`src/rtl/core/imupr_pkg.sv`:
```
// ----------------------------------------------------------------------------
// imupr_pkg
// Shared constants and types of the sensor-hub packet record parser.
// ----------------------------------------------------------------------------
package imupr_pkg;

   // Default packet byte position limit; payload bytes at or beyond it are not parsed
   localparam int PACKET_LIMIT_DEFAULT = 280;

   // Field widths
   localparam int BYTE_W   = 8;
   localparam int POS_W    = 15;
   localparam int OFFSET_W = 4;
   localparam int VEC_W    = 16;

   // Header layout
   localparam logic [POS_W-1:0]  HDR_LEN_LO   = 15'd0;
   localparam logic [POS_W-1:0]  HDR_LEN_HI   = 15'd1;
   localparam logic [POS_W-1:0]  HDR_CHANNEL  = 15'd2;
   localparam logic [POS_W-1:0]  HDR_SEQUENCE = 15'd3;
   localparam logic [POS_W-1:0]  PAYLOAD_START = 15'd4;
   localparam logic [POS_W-1:0]  MIN_PACKET_LEN = 15'd5;
   localparam logic [BYTE_W-1:0] LEN_HI_MASK  = 8'h7F;

   // Record ids
   localparam logic [BYTE_W-1:0] ID_TIME_BASE  = 8'hFB;
   localparam logic [BYTE_W-1:0] ID_TIME_DELTA = 8'hFA;
   localparam logic [BYTE_W-1:0] ID_ROTATION   = 8'h05;
   localparam logic [BYTE_W-1:0] ID_GAME_ROT   = 8'h08;
   localparam logic [BYTE_W-1:0] ID_LIN_ACCEL  = 8'h04;

   // Record lengths and data window
   localparam logic [OFFSET_W-1:0] TIME_REC_LEN   = 4'd5;
   localparam logic [OFFSET_W-1:0] ROT_REC_LEN    = 4'd12;
   localparam logic [OFFSET_W-1:0] ACCEL_REC_LEN  = 4'd10;
   localparam logic [OFFSET_W-1:0] DATA_FIRST     = 4'd4;
   localparam logic [OFFSET_W-1:0] DATA_END       = 4'd12;

   // Result kinds
   localparam logic KIND_ROTATION = 1'b0;
   localparam logic KIND_ACCEL    = 1'b1;

   // Reset value of the report channel register
   localparam logic [BYTE_W-1:0] REPORT_CHANNEL_RESET = 8'd3;

   // One result word
   typedef struct packed {
      logic                    record_kind;
      logic signed [VEC_W-1:0] vec_x;
      logic signed [VEC_W-1:0] vec_y;
      logic signed [VEC_W-1:0] vec_z;
      logic signed [VEC_W-1:0] vec_w;
   } rsp_word_type;

   // Result of one parser step
   typedef struct packed {
      logic         valid;
      rsp_word_type word;
   } step_result_type;

endpackage

```
`src/rtl/core/imupr_if.sv`:
```
// ----------------------------------------------------------------------------
// imupr_if
// Valid/ready channels of the packet record parser: byte input and results.
// ----------------------------------------------------------------------------
interface imupr_req_if;
   logic       valid;
   logic       ready;
   logic [7:0] data_byte;

   modport source (output valid, output data_byte, input ready);
   modport sink   (input valid, input data_byte, output ready);
endinterface

interface imupr_rsp_if;
   logic               valid;
   logic               ready;
   logic               record_kind;
   logic signed [15:0] vec_x;
   logic signed [15:0] vec_y;
   logic signed [15:0] vec_z;
   logic signed [15:0] vec_w;

   modport source (output valid, output record_kind, output vec_x, output vec_y,
                   output vec_z, output vec_w, input ready);
   modport sink   (input valid, input record_kind, input vec_x, input vec_y,
                   input vec_z, input vec_w, output ready);
endinterface

```
`src/rtl/core/imu_packet_record_parser.sv`:
```
// ----------------------------------------------------------------------------
// imu_packet_record_parser
// Sensor-hub packet stream parser that emits rotation and acceleration records.
// ----------------------------------------------------------------------------
// The block takes one stream byte per clock cycle and keeps that rate as long
// as results are taken. Each byte passes an input register, then updates the
// header and record state; a completed rotation or linear acceleration record
// is then loaded into the result register. The result register is the only
// buffer: while a result waits, the byte behind it holds in the input
// register and further bytes stall. report_channel (csr_write_data, reset 3)
// selects the channel whose payload is walked; the user must write it only
// while the block is idle, which the block itself does not enforce.
module imu_packet_record_parser
   import imupr_pkg::*;
#(
   parameter int PACKET_LIMIT = PACKET_LIMIT_DEFAULT
) (
   input  logic              clock,
   input  logic              reset,
   imupr_req_if.sink         req,
   imupr_rsp_if.source       rsp,
   input  logic              csr_write_enable,
   input  logic [BYTE_W-1:0] csr_write_data
);

   logic [BYTE_W-1:0] report_channel_ff;
   logic              in_valid_ff;
   logic [BYTE_W-1:0] in_byte_ff;
   logic              out_valid_ff;
   rsp_word_type      out_word_ff;
   logic              advance;
   step_result_type   step_result;

   // Hold the report channel register
   always_ff @(posedge clock) begin
      if (reset) begin
         report_channel_ff <= REPORT_CHANNEL_RESET;
      end else if (csr_write_enable) begin
         report_channel_ff <= csr_write_data;
      end
   end

   // Step the parser when a byte is staged and the result slot is free or being emptied
   assign advance   = in_valid_ff && (!out_valid_ff || rsp.ready);
   assign req.ready = !in_valid_ff || advance;

   // Input register
   always_ff @(posedge clock) begin
      if (reset) begin
         in_valid_ff <= 1'b0;
      end else if (req.ready) begin
         in_valid_ff <= req.valid;
      end
   end

   always_ff @(posedge clock) begin
      if (req.ready && req.valid) begin
         in_byte_ff <= req.data_byte;
      end
   end

   imupr_core #(
      .PACKET_LIMIT (PACKET_LIMIT)
   ) u_core (
      .clock          (clock),
      .reset          (reset),
      .step_en        (advance),
      .data_byte      (in_byte_ff),
      .report_channel (report_channel_ff),
      .result         (step_result)
   );

   // Result register: drop a taken word, load a new one
   always_ff @(posedge clock) begin
      if (reset) begin
         out_valid_ff <= 1'b0;
      end else if (advance) begin
         out_valid_ff <= step_result.valid;
      end else if (rsp.ready) begin
         out_valid_ff <= 1'b0;
      end
   end

   always_ff @(posedge clock) begin
      if (advance && step_result.valid) begin
         out_word_ff <= step_result.word;
      end
   end

   assign rsp.valid       = out_valid_ff;
   assign rsp.record_kind = out_word_ff.record_kind;
   assign rsp.vec_x       = out_word_ff.vec_x;
   assign rsp.vec_y       = out_word_ff.vec_y;
   assign rsp.vec_z       = out_word_ff.vec_z;
   assign rsp.vec_w       = out_word_ff.vec_w;

endmodule

```
`src/rtl/core/imupr_core.sv`:
```
// ----------------------------------------------------------------------------
// imupr_core
// Packet and record state of the parser; one byte is consumed per step and
// the result of a completed record is presented in the same cycle.
// ----------------------------------------------------------------------------
module imupr_core
   import imupr_pkg::*;
#(
   parameter int PACKET_LIMIT = PACKET_LIMIT_DEFAULT
) (
   input  logic              clock,
   input  logic              reset,
   input  logic              step_en,
   input  logic [BYTE_W-1:0] data_byte,
   input  logic [BYTE_W-1:0] report_channel,
   output step_result_type   result
);

   localparam logic [POS_W-1:0] LIMIT_POS = POS_W'(PACKET_LIMIT);

   logic [POS_W-1:0]    byte_position_ff, byte_position_in;
   logic [POS_W-1:0]    packet_length_ff, packet_length_in;
   logic [BYTE_W-1:0]   packet_channel_ff, packet_channel_in;
   logic [BYTE_W-1:0]   record_id_ff, record_id_in;
   logic [OFFSET_W-1:0] record_offset_ff, record_offset_in;
   logic [63:0]         record_bytes_ff, record_bytes_in;
   logic                ignore_rest_ff, ignore_rest_in;

   logic [POS_W-1:0]    pos_inc;
   logic [OFFSET_W-1:0] offset_inc;
   logic [2:0]          lane_offset;
   logic [63:0]         bytes_merged;
   logic                id_known;
   logic                parse_byte;

   assign pos_inc     = byte_position_ff + 1'b1;
   assign offset_inc  = record_offset_ff + 1'b1;
   assign lane_offset = 3'(record_offset_ff - DATA_FIRST);
   assign parse_byte  = (byte_position_ff < LIMIT_POS) && !ignore_rest_ff &&
                        (packet_channel_ff == report_channel);

   // Classify the id byte that opens a record
   always_comb begin
      case (data_byte) inside
         ID_TIME_BASE, ID_TIME_DELTA, ID_ROTATION, ID_GAME_ROT, ID_LIN_ACCEL: begin
            id_known = 1'b1;
         end
         default: begin
            id_known = 1'b0;
         end
      endcase
   end

   // Place a data byte into its lane of the record buffer
   always_comb begin
      bytes_merged = record_bytes_ff;
      if (record_offset_ff >= DATA_FIRST && record_offset_ff < DATA_END) begin
         bytes_merged[lane_offset*8 +: 8] = data_byte;
      end
   end

   // Advance header and record state by one byte
   always_comb begin
      byte_position_in  = byte_position_ff;
      packet_length_in  = packet_length_ff;
      packet_channel_in = packet_channel_ff;
      record_id_in      = record_id_ff;
      record_offset_in  = record_offset_ff;
      record_bytes_in   = record_bytes_ff;
      ignore_rest_in    = ignore_rest_ff;
      result            = '0;

      if (byte_position_ff == HDR_LEN_LO) begin
         packet_length_in = {{(POS_W-BYTE_W){1'b0}}, data_byte};
         record_id_in     = '0;
         record_offset_in = '0;
         record_bytes_in  = '0;
         ignore_rest_in   = 1'b0;
         byte_position_in = HDR_LEN_HI;
      end else if (byte_position_ff == HDR_LEN_HI) begin
         packet_length_in = {data_byte[6:0] & LEN_HI_MASK[6:0], packet_length_ff[7:0]};
         byte_position_in = HDR_CHANNEL;
      end else if (byte_position_ff == HDR_CHANNEL) begin
         packet_channel_in = data_byte;
         byte_position_in  = HDR_SEQUENCE;
      end else if (byte_position_ff == HDR_SEQUENCE) begin
         byte_position_in = (packet_length_ff < MIN_PACKET_LEN) ? HDR_LEN_LO
                                                                : PAYLOAD_START;
      end else begin
         // Walk the payload as records
         if (parse_byte) begin
            if (record_offset_ff == '0) begin
               record_id_in    = data_byte;
               record_bytes_in = '0;
               if (id_known) begin
                  record_offset_in = 4'd1;
               end else begin
                  ignore_rest_in = 1'b1;
               end
            end else if (record_id_ff == ID_TIME_BASE || record_id_ff == ID_TIME_DELTA) begin
               record_offset_in = (offset_inc >= TIME_REC_LEN) ? '0 : offset_inc;
            end else begin
               record_bytes_in  = bytes_merged;
               record_offset_in = offset_inc;
               if ((record_id_ff == ID_ROTATION || record_id_ff == ID_GAME_ROT) &&
                   offset_inc >= ROT_REC_LEN) begin
                  record_offset_in        = '0;
                  result.valid            = 1'b1;
                  result.word.record_kind = KIND_ROTATION;
                  result.word.vec_x       = bytes_merged[15:0];
                  result.word.vec_y       = bytes_merged[31:16];
                  result.word.vec_z       = bytes_merged[47:32];
                  result.word.vec_w       = bytes_merged[63:48];
               end else if (record_id_ff == ID_LIN_ACCEL && offset_inc >= ACCEL_REC_LEN) begin
                  record_offset_in        = '0;
                  result.valid            = 1'b1;
                  result.word.record_kind = KIND_ACCEL;
                  result.word.vec_x       = bytes_merged[15:0];
                  result.word.vec_y       = bytes_merged[31:16];
                  result.word.vec_z       = bytes_merged[47:32];
                  result.word.vec_w       = '0;
               end
            end
         end
         // Close the packet after its length
         byte_position_in = (pos_inc >= packet_length_ff) ? HDR_LEN_LO : pos_inc;
      end

      if (!step_en) begin
         result.valid = 1'b0;
      end
   end

   // State registers
   always_ff @(posedge clock) begin
      if (reset) begin
         byte_position_ff  <= '0;
         packet_length_ff  <= '0;
         packet_channel_ff <= '0;
         record_id_ff      <= '0;
         record_offset_ff  <= '0;
         record_bytes_ff   <= '0;
         ignore_rest_ff    <= 1'b0;
      end else if (step_en) begin
         byte_position_ff  <= byte_position_in;
         packet_length_ff  <= packet_length_in;
         packet_channel_ff <= packet_channel_in;
         record_id_ff      <= record_id_in;
         record_offset_ff  <= record_offset_in;
         record_bytes_ff   <= record_bytes_in;
         ignore_rest_ff    <= ignore_rest_in;
      end
   end

endmodule
```
`src/flat_wrapper.sv`:
```
// flat-port wrapper written by rule: the top's interface ports become plain ports
module imu_packet_record_parser_flat import imupr_pkg::*;
#(
   parameter int PACKET_LIMIT = PACKET_LIMIT_DEFAULT
)
  (clock, reset, csr_write_enable, csr_write_data, req_valid, req_data_byte, req_ready, rsp_valid, rsp_record_kind, rsp_vec_x, rsp_vec_y, rsp_vec_z, rsp_vec_w, rsp_ready);
  imupr_req_if req_i ();
  imupr_rsp_if rsp_i ();
  input  logic clock;
  input  logic reset;
  input  logic csr_write_enable;
  input  logic [BYTE_W-1:0] csr_write_data;
  input wire logic [$bits(req_i.valid)-1:0] req_valid;
  input wire logic [$bits(req_i.data_byte)-1:0] req_data_byte;
  output wire logic [$bits(req_i.ready)-1:0] req_ready;
  output wire logic [$bits(rsp_i.valid)-1:0] rsp_valid;
  output wire logic [$bits(rsp_i.record_kind)-1:0] rsp_record_kind;
  output wire logic [$bits(rsp_i.vec_x)-1:0] rsp_vec_x;
  output wire logic [$bits(rsp_i.vec_y)-1:0] rsp_vec_y;
  output wire logic [$bits(rsp_i.vec_z)-1:0] rsp_vec_z;
  output wire logic [$bits(rsp_i.vec_w)-1:0] rsp_vec_w;
  input wire logic [$bits(rsp_i.ready)-1:0] rsp_ready;
  assign req_i.valid = req_valid;
  assign req_i.data_byte = req_data_byte;
  assign req_ready = req_i.ready;
  assign rsp_valid = rsp_i.valid;
  assign rsp_record_kind = rsp_i.record_kind;
  assign rsp_vec_x = rsp_i.vec_x;
  assign rsp_vec_y = rsp_i.vec_y;
  assign rsp_vec_z = rsp_i.vec_z;
  assign rsp_vec_w = rsp_i.vec_w;
  assign rsp_i.ready = rsp_ready;
  imu_packet_record_parser #(.PACKET_LIMIT(PACKET_LIMIT)) u_core (.clock(clock), .reset(reset), .req(req_i), .rsp(rsp_i), .csr_write_enable(csr_write_enable), .csr_write_data(csr_write_data));
endmodule
```
`config.mk`:
```
export PLATFORM = sky130hd
export DESIGN_NAME = imu_packet_record_parser_flat
export DESIGN_NICKNAME = d
export VERILOG_FILES = /design/src/rtl/core/imupr_pkg.sv /design/src/rtl/core/imupr_if.sv /design/src/rtl/core/imu_packet_record_parser.sv /design/src/rtl/core/imupr_core.sv /design/src/flat_wrapper.sv
export SDC_FILE = /design/constraint.sdc
export NUM_CORES = 1
export LEC_CHECK = 0
export BUFFER_PORTS_ARGS = -buffer_cell sky130_fd_sc_hd__buf_2
export CORE_UTILIZATION = 30
export DETAILED_ROUTE_END_ITERATION = 8
export GPL_TIMING_DRIVEN = 0
export SLEW_MARGIN = 40
export SYNTH_ARGS = -nofsm -noshare
export SYNTH_HDL_FRONTEND = slang
export SYNTH_SLANG_ARGS = --single-unit
```
`constraint.sdc`:
```
create_clock -name clock -period 3.5 [get_ports clock]
set_clock_uncertainty 0.1 [all_clocks]
set_input_delay 1.05 -clock clock [delete_from_list [all_inputs] [get_ports clock]]
set_output_delay 1.05 -clock clock [all_outputs]
set_load 0.02 [all_outputs]
```
# Word level (Yosys, flattened, before mapping)
# Index checks and enable logic that the tools add are counted.
[word_totals]
ff_bits = 198
input_bits = 21
output_inout_bits = 67
wordCells = 139
[classes]
addsub = 4
order_cmp = 8
n_eq_ne = 20
shifts = 2
muxes = 54
bitwise_logic = 3
reduce_logical = 31
[op_table]
columns = ["operator", "n"]
rows = [
  ["$mux 66", 9],
  ["$mux 64", 8],
  ["$mux 15", 7],
  ["$bwmux 64", 1],
  ["$shift 8x34->64 const A", 1],
  ["$shiftx 8x34->64", 1],
  ["$mux 8", 6],
  ["$mux 4", 11],
  ["$neg 6->34", 1],
  ["$eq 8x3->1 const B", 4],
  ["$eq 8x8->1 const B", 4],
  ["$eq 15x2->1 const B", 2],
  ["$reduce_and 6->1", 3],
  ["$eq 8x4->1 const B", 2],
  ["$add 15x1->15 const B", 1],
  ["$eq 15x1->1 const B", 1],
  ["$ge 15x15->1", 1],
  ["$logic_not 15->1", 1],
  ["$lt 15x3->1 const B", 1],
  ["$lt 15x9->1 const B", 1],
  ["$mux 1", 11],
  ["$eq 8x8->1", 1],
  ["$ge 4x3->1 const B", 2],
  ["$ge 4x4->1 const B", 2],
  ["19 further kinds", 40],
]

# Logic depth before layout (Yosys ltp)
# Gate-level depths: netlist of run 1.
[depth]
word_depth = 16
depth_mapped = 15
depth_no_buf = 13

# Cells and area by module
# Synthesis of run 1 repeated with hierarchy kept, for this count alone.
[hier_totals]
hier_cells = 941
area_unflattened_um2 = 9137.5
[modules_own_cells]
columns = ["module", "instances", "cells_per_inst", "area_per_inst_um2", "seq_area_each_um2"]
rows = [
  ["imupr_core", 1, 831, 6561.3, 2302.2],
  ["imu_packet_record_parser", 1, 110, 2576.2, 2392.3],
]

# Least setup slack after synthesis of run 1
# No wires, ideal clock.
[synth_timing]
path_type = "reg2reg"
start = "register u_core.u_core.record_offset_ff[0]"
end = "register u_core.out_word_ff, in the netlist u_core.rsp.record_kind (enable)"
setup_ns = 0.419
arrival_time_ns = 3.192
required_ns = 2.981
slack_ns = -0.211
path_stages_with_launch = 8
n_path_buf = 1
synth_period_minus_slack_ns = 3.711
cell_sequence = "dfxtp_1 -> clkinv_1 -> ha_1 -> clkbuf_1 -> o31ai_1 -> a211oi_1 -> nand3_1 -> inv_1"
[synth_between]
elab_chain_cells = 14
elab_cells_between_ends = 17
cone_classes = "add/sub: 1; order compare: 2; mux: 10; reduce/logical: 4"
[synth_rtl]
columns = ["item", "line_no", "text"]
rows = [
  ["from (decl)", "imupr_core.sv:25", "logic [OFFSET_W-1:0] record_offset_ff, record_offset_in;"],
  ["from (signal assigned)", "imupr_core.sv:149", "record_offset_ff <= record_offset_in;"],
  ["$add 4x1->4", "imupr_core.sv:37", "assign offset_inc = record_offset_ff + 1'b1;"],
  ["$ge 4x4->1", "imupr_core.sv:114", "end else if (record_id_ff == ID_LIN_ACCEL && offset_inc >= ACCEL_REC_LEN) begin"],
  ["$logic_and 1x1->1", "imupr_core.sv:114", ""],
  ["$mux 66", "imupr_core.sv:114", ""],
  ["$mux 66", "imupr_core.sv:105", "if ((record_id_ff == ID_ROTATION || record_id_ff == ID_GAME_ROT) &&"],
  ["$mux 66", "imupr_core.sv:100", "end else if (record_id_ff == ID_TIME_BASE || record_id_ff == ID_TIME_DELTA) begin"],
  ["$mux 66 *", "imupr_core.sv:92", "if (record_offset_ff == '0) begin"],
  ["$mux 66 *", "imupr_core.sv:91", "if (parse_byte) begin"],
  ["$mux 66 *", "imupr_core.sv:86", "end else if (byte_position_ff == HDR_SEQUENCE) begin"],
  ["$mux 66 *", "imupr_core.sv:83", "end else if (byte_position_ff == HDR_CHANNEL) begin"],
  ["$mux 66 *", "imupr_core.sv:80", "end else if (byte_position_ff == HDR_LEN_HI) begin"],
  ["$mux 66 *", "imupr_core.sv:73", "if (byte_position_ff == HDR_LEN_LO) begin"],
  ["$mux 1 *", "imupr_core.sv:129", "if (!step_en) begin"],
  ["$logic_and 1x1->1 *", "imu_packet_record_parser.sv:85", "if (advance && step_result.valid) begin"],
  ["to (signal assigned)", "imu_packet_record_parser.sv:86", "out_word_ff <= step_result.word;"],
  ["to (decl)", "imu_packet_record_parser.sv:30", "rsp_word_type out_word_ff;"],
]
# Mark *: on every way between the ends. The rest lies on a longest branch, timed or not.
# A chain may end at the register's enable or synchronous reset.

# Final worst setup path of run 1
[layout_timing]
start = "register u_core.u_core.byte_position_ff[7]"
end = "register u_core.u_core.byte_position_ff[10]"
[layout_between]
elab_chain_cells = 7
elab_cells_between_ends = 11
cone_classes = "add/sub: 1; order compare: 1; eq/ne: 3; mux: 5; reduce/logical: 1"
[layout_rtl]
columns = ["item", "line_no", "text"]
rows = [
  ["from (decl)", "imupr_core.sv:21", "logic [POS_W-1:0] byte_position_ff, byte_position_in;"],
  ["from (signal assigned)", "imupr_core.sv:145", "byte_position_ff <= byte_position_in;"],
  ["$add 15x1->15", "imupr_core.sv:36", "assign pos_inc = byte_position_ff + 1'b1;"],
  ["$ge 15x15->1", "imupr_core.sv:126", "byte_position_in = (pos_inc >= packet_length_ff) ? HDR_LEN_LO : pos_inc;"],
  ["$mux 15", "imupr_core.sv:126", ""],
  ["$mux 15", "imupr_core.sv:86", ""],
  ["$mux 15", "imupr_core.sv:83", ""],
  ["$mux 15", "imupr_core.sv:80", ""],
  ["$mux 15 *", "imupr_core.sv:73", ""],
]
# Marked as above.

==> results of run 1 <==
worst paths after layout:
path	from	end	cells after the start
max	u_core.u_core.byte_position_ff[7]	u_core.u_core.byte_position_ff[10]	11
max reg2reg	u_core.u_core.byte_position_ff[7]	u_core.u_core.byte_position_ff[10]	11
min reg2reg	u_core.u_core.packet_length_ff[7]	u_core.u_core.packet_length_ff[7]	2
min	u_core.u_core.packet_length_ff[7]	u_core.u_core.packet_length_ff[7]	2
logic make-up after synthesis:
logic type                 after synthesis  synth area share (%)
DFF                                    198                 52.22
xor gates and xnor gates                23                 2.241
adders and majority gates               24                 3.340
and+or+nand+nor                        360                 18.54
buffers and inverters                   97                 4.175
AOI/OAI and AO/OA                      218                 17.15
muxes                                   21                 2.338
layout make-up:
class	count	share of cell area (%)
multi-input cells	646	37.96
inverters	34	1.249
clock inverters	7	0.5204
flip-flops and latches	198	43.47
repair buffers	98	5.065
well taps	390	4.510
clock buffers	25	4.880
plain buffers	60	2.348
stage by stage:
stage	worst slack (ps)	power, mW	util [%]	hold WS (ps)	cell area [µm²]
2_1_floorplan	58.35	2.696	-	325.6	8995
3_3_place_gp	-725.7	2.825	33.52	345.0	9908
3_5_place_dp	-704.9	2.831	33.75	351.2	9977
4_1_cts	24.56	4.788	36.02	364.2	10650
5_1_grt	-15.76	4.924	36.60	381.4	10820
6_report	127.2	4.777	36.60	363.4	10820
cells in the final DEF, fill, tap and decap left out, types with 5 or more instances in the layout:
cell         n
and2_1      11
clkbuf_2     5
nand2_1    185
ha_1        24
o22ai_2      6
a211o_1      8
nor2_1      48
inv_1       32
nand4_1      9
nor2b_1      5
o21ai_0     16
buf_4       11
edfxtp_1    73
a211oi_1     6
nor2_4       5
nand2b_1     7
a21oi_1     82
mux2i_1     21
or3_1        5
a22o_1      64
o31a_1       9
nand3_1     24
clkbuf_1    33
xor2_1      12
buf_2       88
nor3_1       7
nor2_2       8
o31ai_1      6
clkbuf_16   19
buf_1       19
dfxtp_1    122
and3_1       6
nor4_1       5
xnor2_1      7
power groups by stage:
stage / combinational (mW) / clock (mW) / sequential [mW]
2_1_floorplan: 0.234 / 0 / 2.46
3_3_place_gp: 0.354 / 0 / 2.47
3_5_place_dp: 0.359 / 0 / 2.47
4_1_cts: 0.382 / 1.99 / 2.42
5_1_grt: 0.433 / 2.07 / 2.42
6_report: 0.401 / 1.96 / 2.42
Yosys cell counts, types with 2 or more instances:
cell type | instances | area, µm²
nor2b_1 | 5 | 31.28
nor4_1 | 9 | 56.30
and3_1 | 6 | 37.54
o31a_1 | 9 | 78.83
ha_1 | 24 | 300.3
or2_2 | 3 | 18.77
dfxtp_1 | 125 | 2502
o31ai_1 | 6 | 45.04
nor2_2 | 8 | 50.05
or3b_2 | 3 | 26.28
nor3_1 | 10 | 50.05
a211o_1 | 8 | 70.07
a22o_1 | 64 | 560.5
nand2_1 | 185 | 694.4
edfxtp_1 | 73 | 2192
and2_1 | 11 | 68.82
inv_1 | 33 | 123.9
o21bai_1 | 2 | 15.01
and4_1 | 5 | 43.79
nand3b_1 | 3 | 22.52
o21ai_0 | 17 | 85.08
xnor2_1 | 10 | 87.58
xor2_1 | 13 | 113.9
or3_1 | 5 | 31.28
nand2b_1 | 7 | 43.79
nor4b_1 | 4 | 35.03
buf_2 | 2 | 10.01
nand4_1 | 9 | 56.30
o2111ai_1 | 2 | 17.52
o22ai_2 | 4 | 50.05
or4_1 | 4 | 30.03
nor2_1 | 53 | 198.9
and2_0 | 2 | 12.51
nand3_1 | 24 | 120.1
buf_1 | 21 | 78.83
o22ai_1 | 4 | 25.02
mux2i_1 | 21 | 210.2
a211oi_1 | 7 | 52.55
a21oi_1 | 83 | 415.4
clkbuf_1 | 38 | 142.6
registers in the layout (all words and copies together) (netlist names), 8 cells and up:
name,cells
u_core.u_core.record_bytes_ff,64
u_core.rsp.vec_w,16
u_core.rsp.vec_x,16
u_core.rsp.vec_y,16
u_core.rsp.vec_z,16
u_core.u_core.byte_position_ff,15
u_core.u_core.packet_length_ff,15
u_core.in_byte_ff,8
u_core.report_channel_ff,8
u_core.u_core.packet_channel_ff,8
u_core.u_core.record_id_ff,8
critical path, cell delays in order, from the launching register on:
cell and delay [ps]:
dfxtp_1 530, and3_1 290, or3b_4 430, buf_4 160, xnor2_2 130, ha_1 320
a21oi_2 150, o21ai_1 90, a221oi_2 290, o21ai_2 160, or4_1 480, a31oi_1 170
metal layers:
| layer | up-vias | track usage [%] |
|---|---|---|
| met5 | - | 0 |
| met4 | 0 | 5.362 |
| li1 | 3574 | - |
| met2 | 247 | 24.80 |
| met1 | 3616 | 22.66 |
| met3 | 34 | 3.264 |
what timing repair did:
item / in CTS / in global routing
setup endpoints to repair: 127 / 142
hold endpoints to repair: 0 / 0
cloned: 0 / 0
setup buffers: 4 / 7
pin swaps: 1 / 2
gates resized for setup: 18 / 26
hold buffers: 0 / 0
==> impl_metrics.py, run 1 <==
metrics = {
    "status": {
        "status": "completed",
    },
    "power_and_ir_drop": {
        "leakage_nw": 4.070,
        "power_density_mw_per_mm2": 441.5,
        "netSwitchingPower_mw": 1.188,
        "p_int_mw": 3.589,
        "combPwrFrac_pct": 8.4,
        "power_frac_seq_pct": 50.6,
        "switching_share_pct": 24.87,
        "ir_drop_v": 0.0002909,
        "pwr-share-clk_pct": 41.0,
    },
    "global_routing": {
        "grt_overflow": 0,
        "grt_pass1_wl_um": 38670,
        "grtUsageTotal_pct": 16.19,
        "grt_max_degree": 29,
        "grt_pass1_vias": 6956,
        "antenna_found_initial": 0,
    },
    "routing": {
        "ant_nets": 0,
        "top_layer_used": "met4",
        "drt-initial-drc-count": 775,
        "dr.pass1.iters": 7,
        "met3_length_um": 1468,
        "met2_length_um": 11230,
        "num_vias": 7471,
        "wl_met1_um": 11870,
        "viasPerCell": 5.124,
        "wire_per_inst_um": 17.18,
        "drc": 0,
        "routed_wl_um": 25050,
    },
    "job": {
        "cap_violations": 0,
    },
    "timing": {
        "final.min_clock_period_ps": 3373,
        "tns_ps": 0,
        "relSlewSlack_pct": 44.02,
        "period_share_pct": 96.37,
        "setup_viol": 0,
        "worst_pin_slew_ps": 839.7,
        "max_freq_mhz": 296.5,
        "finalHoldViolCount": 0,
        "maxSlewViolCount": 0,
    },
    "placed_design": {
        "io_buffers": 85,
        "placedCellCount": 1418,
        "globalplace.congestion": 0.8669,
        "detailed_place_hpwl_um": 16950,
    },
    "clocking": {
        "cts_root_buf": "clkbuf_16",
        "clk_pin_slew_ps": 80,
        "cts_tree": "built",
        "cts.path.max_buffers": 2,
        "insertion_delay_ps": 440,
        "numCtsBuffers": 17,
        "cts_max_level": 4,
        "cts_sinks": 198,
    },
    "layout": {
        "final_nets": 1100,
        "final.fill_count": 3011,
        "layout-drive-gt1-share_pct": 17.88,
        "fin_cells": 1458,
        "regArea_mm2": 0.004703,
        "multi_input_area_mm2": 0.004106,
        "syn_to_final_growth_pct": 20.35,
        "antenna-diode-count": 0,
    },
    "critical_path": {
        "worstSetupPathType": "reg -> reg",
        "endpoint_kind": "register",
        "critical_path_arrival_ps": 3630,
        "crit_path_max_fanout": 9,
        "start_kind": "register",
        "required_ps": 3760,
        "rrSetupSlack_ps": 130,
    },
    "logic_synthesis": {
        "syn_area_mm2": 0.008990,
        "ys_seq_elements": 198,
        "synth_ff_type": "dfxtp_1",
        "synth_edf_count": 73,
        "ys_seq_area_share_pct": 52.22,
        "synthArstFlopShare_pct": 0,
        "netlist_instances": 941,
        "ys_types": 59,
        "syn_area_per_cell_um2": 9.554,
        "synth_nets": 986,
        "synth-warning-count": 0,
    },
    "floorplanning": {
        "start_util_pct": 30.41,
        "rows": 63,
        "die_w_um": 175.1,
        "dieArea_mm2": 0.03066,
        "die_h_um": 175.1,
        "core_area_mm2": 0.02956,
        "num_io_pins": 88,
    },
    "min_path": {
        "hold_class": "reg -> reg",
    },
}
Power figures use the tool's default switching activity.
==> inputs of run 2 (changes only) <==
Settings changed: GPL_TIMING_DRIVEN 0 to default.
==> run 2 against run 1 <==
Routed wire length down 8.8%. Core utilization down 0.54 points. Setup slack improved by 150 ps. Critical endpoint is now u_core.rsp.vec_w[14]. Fmax up 4.8%. Clock power increased by 6%. Largest power group unchanged.
==> impl_metrics.py, run 2 (synthesis results as in run 1) <==
metrics = {
    "critical_path": {
        "cpMaxStageDelayCell": "a211oi_1",
        "slowest_delay_ps": 640,
        "cp_cell_sequence": "clkinv_1 -> ha_1 -> o31ai_1 -> a211oi_1 -> nand3_1 -> clkinvlp_4 -> buf_12",
        "crit_path_max_fanout": 36,
        "required_ps": 3530,
        "critPathTopFamily": "compound AO/OA/AOI/OAI gates",
        "start_kind": "register",
        "worstSetupPathType": "reg -> reg",
        "endpoint_kind": "register",
        "path_buf_inv": 3,
        "critical_path_arrival_ps": 3250,
    },
    "job": {
        "cap_violations": 0,
    },
    "layout": {
        "final_nets": 1070,
        "layout_common_cells": "nand2_1, dfxtp_1, buf_2, a21oi_1, edfxtp_1",
        "syn_to_final_growth_pct": 18.58,
        "final_util_pct": 36.06,
        "layout-drive-gt1-share_pct": 18.02,
        "regMostFlops": "u_core.u_core.record_bytes_ff",
        "regArea_mm2": 0.004695,
        "final_common_cell": "nand2_1",
        "final.fill_count": 3000,
        "multi_input_area_mm2": 0.003950,
        "finish.instance_area_mm2": 0.01066,
        "antenna-diode-count": 0,
        "largest_reg_flops": 64,
    },
    "placed_design": {
        "globalplace.congestion": 0.8339,
        "io_buffers": 87,
        "detailed_place_hpwl_um": 15290,
        "place_ws_ps": 250.2,
        "dpl_cell_area_mm2": 0.01003,
    },
    "timing": {
        "max_freq_mhz": 310.7,
        "relSlewSlack_pct": 49.30,
        "maxSlewViolCount": 0,
        "rsz0062_at_grt": "no",
        "worst_pin_slew_ps": 760.6,
        "finalHoldViolCount": 0,
        "setup_viol": 0,
        "period_share_pct": 91.97,
        "worst_slack_ps": 281.0,
        "tns_ps": 0,
        "final.min_clock_period_ps": 3219,
    },
    "floorplanning": {
        "num_io_pins": 88,
        "rows": 63,
        "core_area_mm2": 0.02956,
        "start_util_pct": 30.41,
        "die_h_um": 175.1,
        "die_w_um": 175.1,
        "dieArea_mm2": 0.03066,
    },
    "routing": {
        "ant_nets": 0,
        "wire_per_inst_um": 16.00,
        "routed_wl_um": 22850,
        "drt-initial-drc-count": 689,
        "dr.pass1.iters": 5,
        "viasPerCell": 5.025,
        "drc": 0,
        "num_vias": 7175,
    },
    "global_routing": {
        "grt_pass1_vias": 6801,
        "grt_pass1_wl_um": 36670,
        "grtUsageTotal_pct": 15.19,
        "grt_max_degree": 52,
        "antenna_found_initial": 0,
        "grt_overflow": 0,
    },
    "power_and_ir_drop": {
        "ir_drop_v": 0.0003398,
        "power_mw": 4.871,
        "leakage_nw": 4.069,
        "power_density_mw_per_mm2": 457.0,
    },
    "clocking": {
        "cts_root_buf": "clkbuf_16",
        "insertion_delay_ps": 440,
        "numCtsBuffers": 17,
        "cts_tree": "built",
        "cts.path.max_buffers": 2,
        "cts_sinks": 198,
        "cts_max_level": 4,
        "clk_pin_slew_ps": 70,
    },
    "min_path": {
        "hold_class": "reg -> reg",
    },
    "status": {
        "status": "completed",
    },
}
## run 2: stage by stage
step	cells	hold WS (ps)
final	1428	360.7
after CTS	1428	356.2
after global placement	1396	341.7
after floorplan	941	325.6
after global routing	1428	385.7
after detailed placement	1396	347.8
## run 2: final timing paths
path / startpoint / to / slack (ps) / cells past startpoint
worst min register to register: u_core.u_core.packet_length_ff[7] / u_core.u_core.packet_length_ff[7] / 360 / 2
worst max register to register: u_core.u_core.record_offset_ff[0] / u_core.rsp.vec_w[14] / 280 / 7
worst max-delay path: u_core.u_core.record_offset_ff[0] / u_core.rsp.vec_w[14] / 280 / 7
worst min-delay path: u_core.u_core.packet_length_ff[7] / u_core.u_core.packet_length_ff[7] / 360 / 2
## run 2: repair_timing
action                     CTS  global route
hold buffers                 0             0
setup buffers                0             0
resized for setup            0             2
setup endpoints to repair    0             2
## run 2: layout make-up
class / instances / share of cell area (%)
Inverter: 34 / 1.232
Timing Repair Buffer: 128 / 7.324
Sequential cell: 198 / 44.04
Tap cell: 390 / 4.577
Clock inverter: 15 / 1.784
Multi-Input combinational cell: 646 / 37.05
Clock buffer: 17 / 3.991
## run 2: worst register-to-register path, cell delays in order (launching register included)
cell and delay [ps]:
dfxtp_1 490, clkinv_1 270, ha_1 380, o31ai_1 120
a211oi_1 640, nand3_1 410, clkinvlp_4 240, buf_12 230
## run 2: routing by layer
layer | global-route usage, % | wire length (µm)
met1 | 21.54 | 11190
met2 | 23.64 | 10270
met3 | 2.872 | 1122
met4 | 3.732 | 266
met5 | 0 | 0
## run 2: where the power goes
group | internal [mW] | leakage [nW] | switching [mW]
Combinational | 0.121 | 1.92 | 0.250
Sequential | 2.39 | 1.84 | 0.0219
Clock | 1.15 | 0.300 | 0.938
Total | 3.66 | 4.07 | 1.21
==> inputs of run 3 (changes only) <==
Settings changed: CORE_UTILIZATION 30 to 35, PLACE_DENSITY from default to 0.62.
==> run 3 against run 2 <==
Non-clock buffer count grew 4. Via count decreased by 0.89%. Setup slack improved by 6.3 ps. Clock-buffer cell count grew 1. Critical path type unchanged. Critical endpoint is now u_core.u_core.record_bytes_ff[20]. Largest cell class unchanged. Largest power group unchanged.
==> impl_metrics.py, run 3 (synthesis results as in run 1) <==
metrics = {
    "status": {
        "status": "completed",
    },
    "min_path": {
        "hold_class": "reg -> reg",
        "worstHoldStart": "u_core.u_core.packet_length_ff[7]",
        "hold_end": "u_core.u_core.packet_length_ff[7]",
        "holdPathStages": 2,
    },
    "layout": {
        "final.fill_count": 2447,
        "final_nets": 1074,
        "multi_input_area_mm2": 0.003943,
        "final_util_pct": 42.13,
        "finish.instance_area_mm2": 0.01061,
        "syn_to_final_growth_pct": 18.01,
        "antenna-diode-count": 0,
        "layout-drive-gt1-share_pct": 18.23,
        "regMostFlops": "u_core.u_core.record_bytes_ff",
        "layout_common_cells": "nand2_1, dfxtp_1, buf_2, a21oi_1, edfxtp_1",
        "final_common_cell": "nand2_1",
        "largest_reg_flops": 64,
        "regArea_mm2": 0.004695,
    },
    "power_and_ir_drop": {
        "switching_share_pct": 24.34,
        "netSwitchingPower_mw": 1.201,
        "power_frac_seq_pct": 48.9,
        "power_mw": 4.934,
        "pwr-share-clk_pct": 43.7,
        "leakage_nw": 4.088,
        "combPwrFrac_pct": 7.4,
        "power_density_mw_per_mm2": 465.0,
        "ir_drop_v": 0.0003017,
        "p_int_mw": 3.733,
    },
    "clocking": {
        "cts_root_buf": "clkbuf_16",
        "cts.path.max_buffers": 2,
        "cts_max_level": 4,
        "clk_pin_slew_ps": 70,
        "cts_tree": "built",
        "numCtsBuffers": 17,
        "insertion_delay_ps": 450,
        "cts_sinks": 198,
        "cts_setup_buffers": 0,
    },
    "floorplanning": {
        "core_area_mm2": 0.02518,
        "start_util_pct": 35.70,
        "dieArea_mm2": 0.02633,
        "rows": 58,
        "num_io_pins": 88,
        "die_h_um": 162.3,
        "die_w_um": 162.3,
    },
    "critical_path": {
        "rrSetupSlack_ps": 290,
        "critPathTopFamily": "simple AND/OR/NAND/NOR gates",
        "endpoint_kind": "register",
        "critical_path_arrival_ps": 3480,
        "rr_worst_depth": 8,
        "cpMaxStageDelayCell": "o22ai_1",
        "slowest_delay_ps": 530,
        "worstSetupPathType": "reg -> reg",
        "crit_path_max_fanout": 16,
        "cp_cell_sequence": "clkinv_1 -> ha_1 -> and2_1 -> nor4_1 -> or4b_1 -> buf_12 -> o22ai_1 -> a22o_1",
        "r2r-end": "u_core.u_core.record_bytes_ff[20]",
        "timing.rr.start": "u_core.u_core.record_offset_ff[0]",
        "required_ps": 3770,
        "start_kind": "register",
        "path_buf_inv": 2,
        "startpoint": "u_core.u_core.record_offset_ff[0]",
    },
    "routing": {
        "wire_per_inst_um": 16.16,
        "routed_wl_um": 22170,
        "ant_nets": 0,
        "drt-initial-drc-count": 516,
        "viasPerCell": 5.183,
        "drc": 0,
        "dr.pass1.iters": 5,
        "num_vias": 7111,
    },
    "timing": {
        "relSlewSlack_pct": 49.00,
        "maxSlewViolCount": 0,
        "setup_viol": 0,
        "final.min_clock_period_ps": 3213,
        "finalHoldViolCount": 0,
        "worst_pin_slew_ps": 760.3,
        "max_freq_mhz": 311.3,
        "period_share_pct": 91.79,
    },
    "global_routing": {
        "grt_pass1_vias": 6663,
        "grt_pass1_wl_um": 35730,
        "grtUsageTotal_pct": 17.23,
        "grt_max_degree": 30,
        "antenna_found_initial": 0,
        "grt_overflow": 0,
    },
    "placed_design": {
        "dpl_cell_area_mm2": 0.009950,
        "detailed_place_hpwl_um": 14980,
        "io_buffers": 87,
        "globalplace.congestion": 0.8201,
    },
    "job": {
        "cap_violations": 0,
    },
}
run 3: changes by cell type in the layout (fill, tap and decap cells not counted), sizes merged:
cell    before  now
buf        128  132
bufinv       3    4
clkinv       4    3
inv         39   38
clkbuf      17   18
run 3: worst max-delay path by stage:
stage                                         end  slack, ps  cells past startpoint
3_3_place_gp   u_core.u_core.byte_position_ff[10]        210                     13
6_report        u_core.u_core.record_bytes_ff[20]        290                      8
4_1_cts        u_core.u_core.byte_position_ff[10]         90                     13
5_1_grt        u_core.u_core.byte_position_ff[10]         -2                     15
2_1_floorplan  u_core.u_core.byte_position_ff[10]         60                     13
3_5_place_dp   u_core.u_core.byte_position_ff[10]        130                     13
run 3: per-stage QoR:
| stage | instances | setup slack (ps) | TNS (ps) | hold WS, ps |
|---|---|---|---|---|
| after floorplan | 941 | 58.35 | 0 | 325.6 |
| after global placement | 1340 | 206.2 | 0 | 353.4 |
| after detailed placement | 1340 | 125.0 | 0 | 352.2 |
| after CTS | 1372 | 87.86 | 0 | 361.6 |
| after global routing | 1372 | -1.716 | -1.716 | 379.3 |
| final | 1372 | 287.2 | 0 | 360.9 |
run 3: what timing repair did:
item | in CTS | in global routing
hold buffers | 0 | 0
hold endpoints to repair | 0 | 0
endpoints found under the setup margin | 0 | 12
gates resized for setup | 0 | 4
run 3: power groups by stage:
stage                     Clock [mW]  Sequential (mW)  Combinational (mW)
after detailed placement           0             2.46               0.358
after floorplan                    0             2.46               0.234
after global routing            2.28             2.41               0.397
after CTS                       2.19             2.41               0.360
final                           2.16             2.41               0.366
after global placement             0             2.46               0.356
run 3: tightest hold or removal path, cell delays in order, from the launching register on:
cell and delay, ps:
dfxtp_1 320, nand2_1 50, a21oi_1 50
run 3: routing by layer:
| layer | wire length (µm) | GRT usage, % | vias to the layer above |
|---|---|---|---|
| met4 | 317 | 5.360 | 0 |
| met1 | 10810 | 24.32 | 3374 |
| li1 | - | - | 3515 |
| met5 | 0 | 0 | - |
| met3 | 1174 | 3.064 | 20 |
| met2 | 9865 | 26.61 | 202 |
run 3: area by class of cell:
cell class,count,area share (%)
sequential,198,44.25
multi-input combinational,646,37.16
timing repair buffer,132,7.407
clock buffer,18,4.045
clock inverter,14,2.005
tap,330,3.892
inverter,34,1.238
